[src/rtl/core/lsi_delay.sv]
// Enabled shift line that keeps side data aligned with a pipelined unit.
`timescale 1ns / 1ps

module lsi_delay #(
    parameter int WIDTH = 8,
    parameter int DEPTH = 2
) (
    input  logic             aclk,
    input  logic             en,
    input  logic [WIDTH-1:0] din,
    output logic [WIDTH-1:0] dout
);

    logic [WIDTH-1:0] dly_reg [DEPTH];

    always_ff @(posedge aclk) begin
        if (en) begin
            dly_reg[0] <= din;
            for (int i = 1; i < DEPTH; i++) begin
                dly_reg[i] <= dly_reg[i-1];
            end
        end
    end

    assign dout = dly_reg[DEPTH-1];

endmodule

[config.mk]
export PLATFORM = sky130hd
export DESIGN_NAME = lsi_delay
export DESIGN_NICKNAME = d
export VERILOG_FILES = /design/src/rtl/core/lsi_delay.sv
export SDC_FILE = /design/constraint.sdc
export NUM_CORES = 1
export LEC_CHECK = 0
export BUFFER_PORTS_ARGS = -buffer_cell sky130_fd_sc_hd__buf_4
export CORE_MARGIN = 2
export CORE_UTILIZATION = 30
export DETAILED_ROUTE_END_ITERATION = 8
export GPL_ROUTABILITY_DRIVEN = 0
export PLACE_DENSITY = 0.57
export SLEW_MARGIN = 20
export SYNTH_ARGS = -nofsm -noshare
export SYNTH_HDL_FRONTEND = slang
export SYNTH_SLANG_ARGS = --single-unit
[constraint.sdc]
create_clock -name aclk -period 0.8 [get_ports aclk]
set_input_delay 0.16 -clock aclk [delete_from_list [all_inputs] [get_ports aclk]]
set_output_delay 0.16 -clock aclk [all_outputs]
set_load 0.05 [all_outputs]
==> impl_metrics.ini, run 1 <==
[sta]
finClkSkew_ns = 0.00309
worstMarginPinSlew_ns = 0.195
period_share = 1.24
finalMaxSlewViolations = 0
min_period_ns = 0.992
hold_violations = 0
fmax_mhz = 1010
rsz0062_at_grt = yes
worst_slack_ns = -0.192
setup-violations-final = 8
maxSlewHeadroom = 0.870

[worst_hold_path]
holdPathStages = 1
hp-class = input port to flop
min-delay-start = din[5]
hold_end = dly_reg[0][5]

[routing]
drt-initial-drc-count = 2
vias_per_cell = 3.62
first_pass_iters = 2
wl_per_cell_um = 10.6
routed-wl-met3_um = 63
wl_met1_um = 247
ant_nets = 0
wirelength_um = 649
wl_met2_um = 332
drc = 0
top_layer_used = met4
num_vias = 221

[cts]
path_clk_slew_ns = 0.08
htree_levels = 1
cts_tree = yes
clockBufferDepth = 2
numClockSinks = 16
clk_latency_ns = 0.27
cts-buffers-inserted = 3
cts_root_buf = clkbuf_4

[critical_path]
end_kind = output port
cp_max_fo = 1
cp_cell_sequence = buf_6
worstPathArrival_ns = 0.83
worstSetupPathType = flop to output port
slowest_stage = edfxtp_1
cp.required_ns = 0.64
r2r_end = dly_reg[0][10]
rr_worst_depth = 0
reg2reg_slack_ns = 0.15
critPathTopFamily = flip-flops
slowest_delay_ns = 0.39
critPathBufInv = 1
r2r_start = dly_reg[0][2]
start_kind = flop

[floorplanning]
rows = 15
ioPinCount = 18
core_sq_um = 1710
die-area_sq_um = 2160
die_y_um = 46.4
die_x_um = 46.4
start_util = 0.316

[grt]
overflow = 0
grt_pass1_wl_um = 917
antenna_found_initial = 0
grt_pass1_vias = 222
grt_max_degree = 17
track_usage = 0.0680

[placed_design]
placed_cell_area_sq_um = 639
place_inst = 58
port_buffers = 17

[power]
leakage_nw = 0.262
ir_worst_vdd_mv = 0.770
powerDensity_nw_per_um2 = 2310
total_power_w = 0.00160

[final_layout]
drive_above_1_share = 0.556
stdcell_count = 61
final_cell_mix = edfxtp_1 (16), buf_4 (9), buf_6 (8)
design_area_sq_um = 692
num_antenna_cells = 0
fin_nets = 48
largest_reg_flops = 16
multiInputCombCellCount = 0
area_growth_pct = 28.0
multi_input_area_sq_um = 0
final_common_cell = edfxtp_1

[synthesis]
synth.net_count = 34
synth.distinct_cells = 2
synthTopCellsByArea = edfxtp_1 (89%), buf_4 (11%)
avgSynthCellArea_sq_um = 22.5
synth_top_cell_area_share = 0.889
yosysWarnings = 0
yosys_register_bits = 16
yosysSeqAreaShare = 0.889
yosysTopAreaCell = edfxtp_1
synthCells = 24
netlist_area_sq_um = 541

[flow_run]
drv_cap = 0

[run_status]
outcome = finished, violations left
violations = negative setup slack
## synthesized netlist by cell type
| cell | n |
|---|---|
| edfxtp_1 | 16 |
| buf_4 | 8 |
## kinds of logic after synthesis
group                  Yosys count  share of synthesized area
flip-flops                      16                      0.889
buffers and inverters            8                      0.111
## per-layer routing
| metal | vias up | GRT usage |
|---|---|---|
| met4 | 0 | 0.0686 |
| li1 | 105 | - |
| met1 | 101 | 0.0658 |
| met2 | 13 | 0.106 |
| met5 | - | 0 |
| met3 | 2 | 0.0275 |
## final cells by class
class                   instances  area [sq um]
fillers                       169          1020
repair buffers                 17           158
clock buffers                   3          22.5
flip-flops and latches         16           480
well taps                      25          31.3
## worst max path at each step
stage	from	to	slack, ns	cells past startpoint
2_1_floorplan	dly_reg[0][8]	dout[0]	0.12	1
4_1_cts	dly_reg[0][9]	dout[1]	-0.21	1
3_5_place_dp	dly_reg[0][9]	dout[1]	0.08	1
3_3_place_gp	dly_reg[0][10]	dout[2]	0.10	1
6_report	dly_reg[0][9]	dout[1]	-0.19	1
5_1_grt	dly_reg[0][9]	dout[1]	-0.23	1
## power by group
group	switching [W]	leakage (nW)	total (W)	internal (W)
Combinational	0.000122	0.0916	0.000199	0.0000765
Sequential	0.0000202	0.157	0.00101	0.000993
Clock	0.000210	0.0138	0.000384	0.000174
Total	0.000352	0.262	0.00160	0.00124
## stage by stage
step,setup slack (ns),hold slack [ns],util,TNS [ns]
CTS,-0.211,0.0505,0.405,-1.59
detailed placement,0.0831,0.339,0.374,0
finish,-0.192,0.0609,0.405,-1.43
global route,-0.233,0.0406,0.405,-1.78
floorplan,0.117,0.259,-,0
global placement,0.105,0.339,0.374,0
## what timing repair did
action                     in CTS  in global routing
setup endpoints to repair       8                  8
setup buffers                   0                  0
hold buffers                    0                  0
resized for setup               8                  0
Note: power is estimated with default switching activity, not from simulation.
==> run 2, diff against run 1 <==
- CORE_AREA: not set -> 2 2 39 41
- CORE_MARGIN: 2 -> not set
- CORE_UTILIZATION: 30 -> not set
- DIE_AREA: not set -> 0 0 41 43
- PLACE_DENSITY: 0.57 -> 0.71
- clock period: 0.8 -> 1.2 ns (I/O delays scaled with it)
==> impl_metrics.ini, run 2 (synthesis results as in run 1) <==
[sta]
timing.hold.ws_ns = 0.144
finalMaxSlewViolations = 0
setup-violations-final = 0
rsz0062_at_grt = no
min_period_ns = 1.08
worstMarginPinSlew_ns = 0.196
period_share = 0.899
tns_ns = 0
maxSlewHeadroom = 0.869
finClkSkew_ns = 0.00416
fmax_mhz = 927
hold_violations = 0

[critical_path]
rr_worst_depth = 0
critPathTopFamily = flip-flops
startpoint = dly_reg[0][8]
reg2reg_slack_ns = 0.56
slowest_delay_ns = 0.37
r2r_start = dly_reg[0][1]
worstPathArrival_ns = 0.84
cp_cell_sequence = buf_4
end_kind = output port
start_kind = flop
r2r_end = dly_reg[0][9]
cp.required_ns = 0.96
slowest_stage = edfxtp_1
cp_max_fo = 1
worstSetupPathType = flop to output port
critPathBufInv = 1

[grt]
antenna_found_initial = 0
track_usage = 0.0772
grt_pass1_wl_um = 828
grt_max_degree = 17
overflow = 0
grt_pass1_vias = 206

[routing]
num_vias = 216
first_pass_iters = 2
drc = 0
vias_per_cell = 4.15
ant_nets = 0
wirelength_um = 584
drt-initial-drc-count = 2
wl_per_cell_um = 11.2

[power]
p_sw_w = 0.000225
clockPowerShare = 0.239
seq_power_share = 0.644
ir_worst_vdd_mv = 0.635
intPower_w = 0.000818
power_frac_comb = 0.117
total_power_w = 0.00104
leakage_nw = 0.252
powerDensity_nw_per_um2 = 1600
switching_share = 0.216

[cts]
clk_latency_ns = 0.27
postCtsSetupBuffers = 0
cts_resized = 0
path_clk_slew_ns = 0.08
cts_tree = yes
cts-buffers-inserted = 3
cts_root_buf = clkbuf_4
clockBufferDepth = 2
htree_levels = 1
holdBufCountCts = 0
numClockSinks = 16

[floorplanning]
core_sq_um = 1380
rows = 14
die-area_sq_um = 1760
ioPinCount = 18
start_util = 0.391
die_y_um = 43
die_x_um = 41

[final_layout]
largest_reg_flops = 16
stdcell_count = 52
multi_input_area_sq_um = 0
final_cell_mix = buf_4 (17), edfxtp_1 (16), clkbuf_4 (3)
multiInputCombCellCount = 0
num_antenna_cells = 0
nFillCells = 123
design_area_sq_um = 651
area_growth_pct = 20.4
fin_nets = 48
drive_above_1_share = 0.556
final_common_cell = buf_4

[flow_run]
drv_cap = 0

[worst_hold_path]
holdPathStages = 1
hp-class = input port to flop
min-delay-start = din[0]
hold_end = dly_reg[0][0]

[placed_design]
place_inst = 49
port_buffers = 17
placed_cell_area_sq_um = 628

[run_status]
outcome = complete, no violations
==> run 2: cell count changes in the layout (fill, tap and decap cells not counted) <==
cell   before  now
buf_4       9   17
buf_6       8    0
==> run 2: final cells by class <==
| cell class | count | area (sq um) | share of cell area |
|---|---|---|---|
| Clock buffer | 3 | 22.5 | 0.0346 |
| Sequential cell | 16 | 480 | 0.738 |
| Tap cell | 16 | 20.0 | 0.0308 |
| Timing Repair Buffer | 17 | 128 | 0.196 |
==> run 2: worst max-delay path by stage <==
stage	end	depth (start not counted)
6_report	dout[0]	1
5_1_grt	dout[4]	1
4_1_cts	dout[0]	1
3_5_place_dp	dout[0]	1
3_3_place_gp	dout[5]	1
2_1_floorplan	dout[0]	1
==> run 2: power by group through the flow <==
stage | clock network, W | logic, W | registers (W)
6_report | 0.000249 | 0.000122 | 0.000672
5_1_grt | 0.000283 | 0.000126 | 0.000676
4_1_cts | 0.000263 | 0.000122 | 0.000673
3_5_place_dp | 0 | 0.000122 | 0.000686
3_3_place_gp | 0 | 0.000121 | 0.000681
2_1_floorplan | 0 | 0.0000894 | 0.000681
==> run 2: layer usage <==
layer,up-vias,track usage,wire (um)
met3,0,0.0314,76
met2,12,0.122,312
met4,0,0.0600,0
li1,105,-,-
met1,99,0.0733,196
met5,-,0,0
==> run 2: metrics by stage <==
stage / util / setup slack, ns
after floorplan: - / 0.437
after global placement: 0.454 / 0.431
after detailed placement: 0.454 / 0.411
after CTS: 0.470 / 0.107
after global routing: 0.470 / 0.0770
final: 0.470 / 0.121
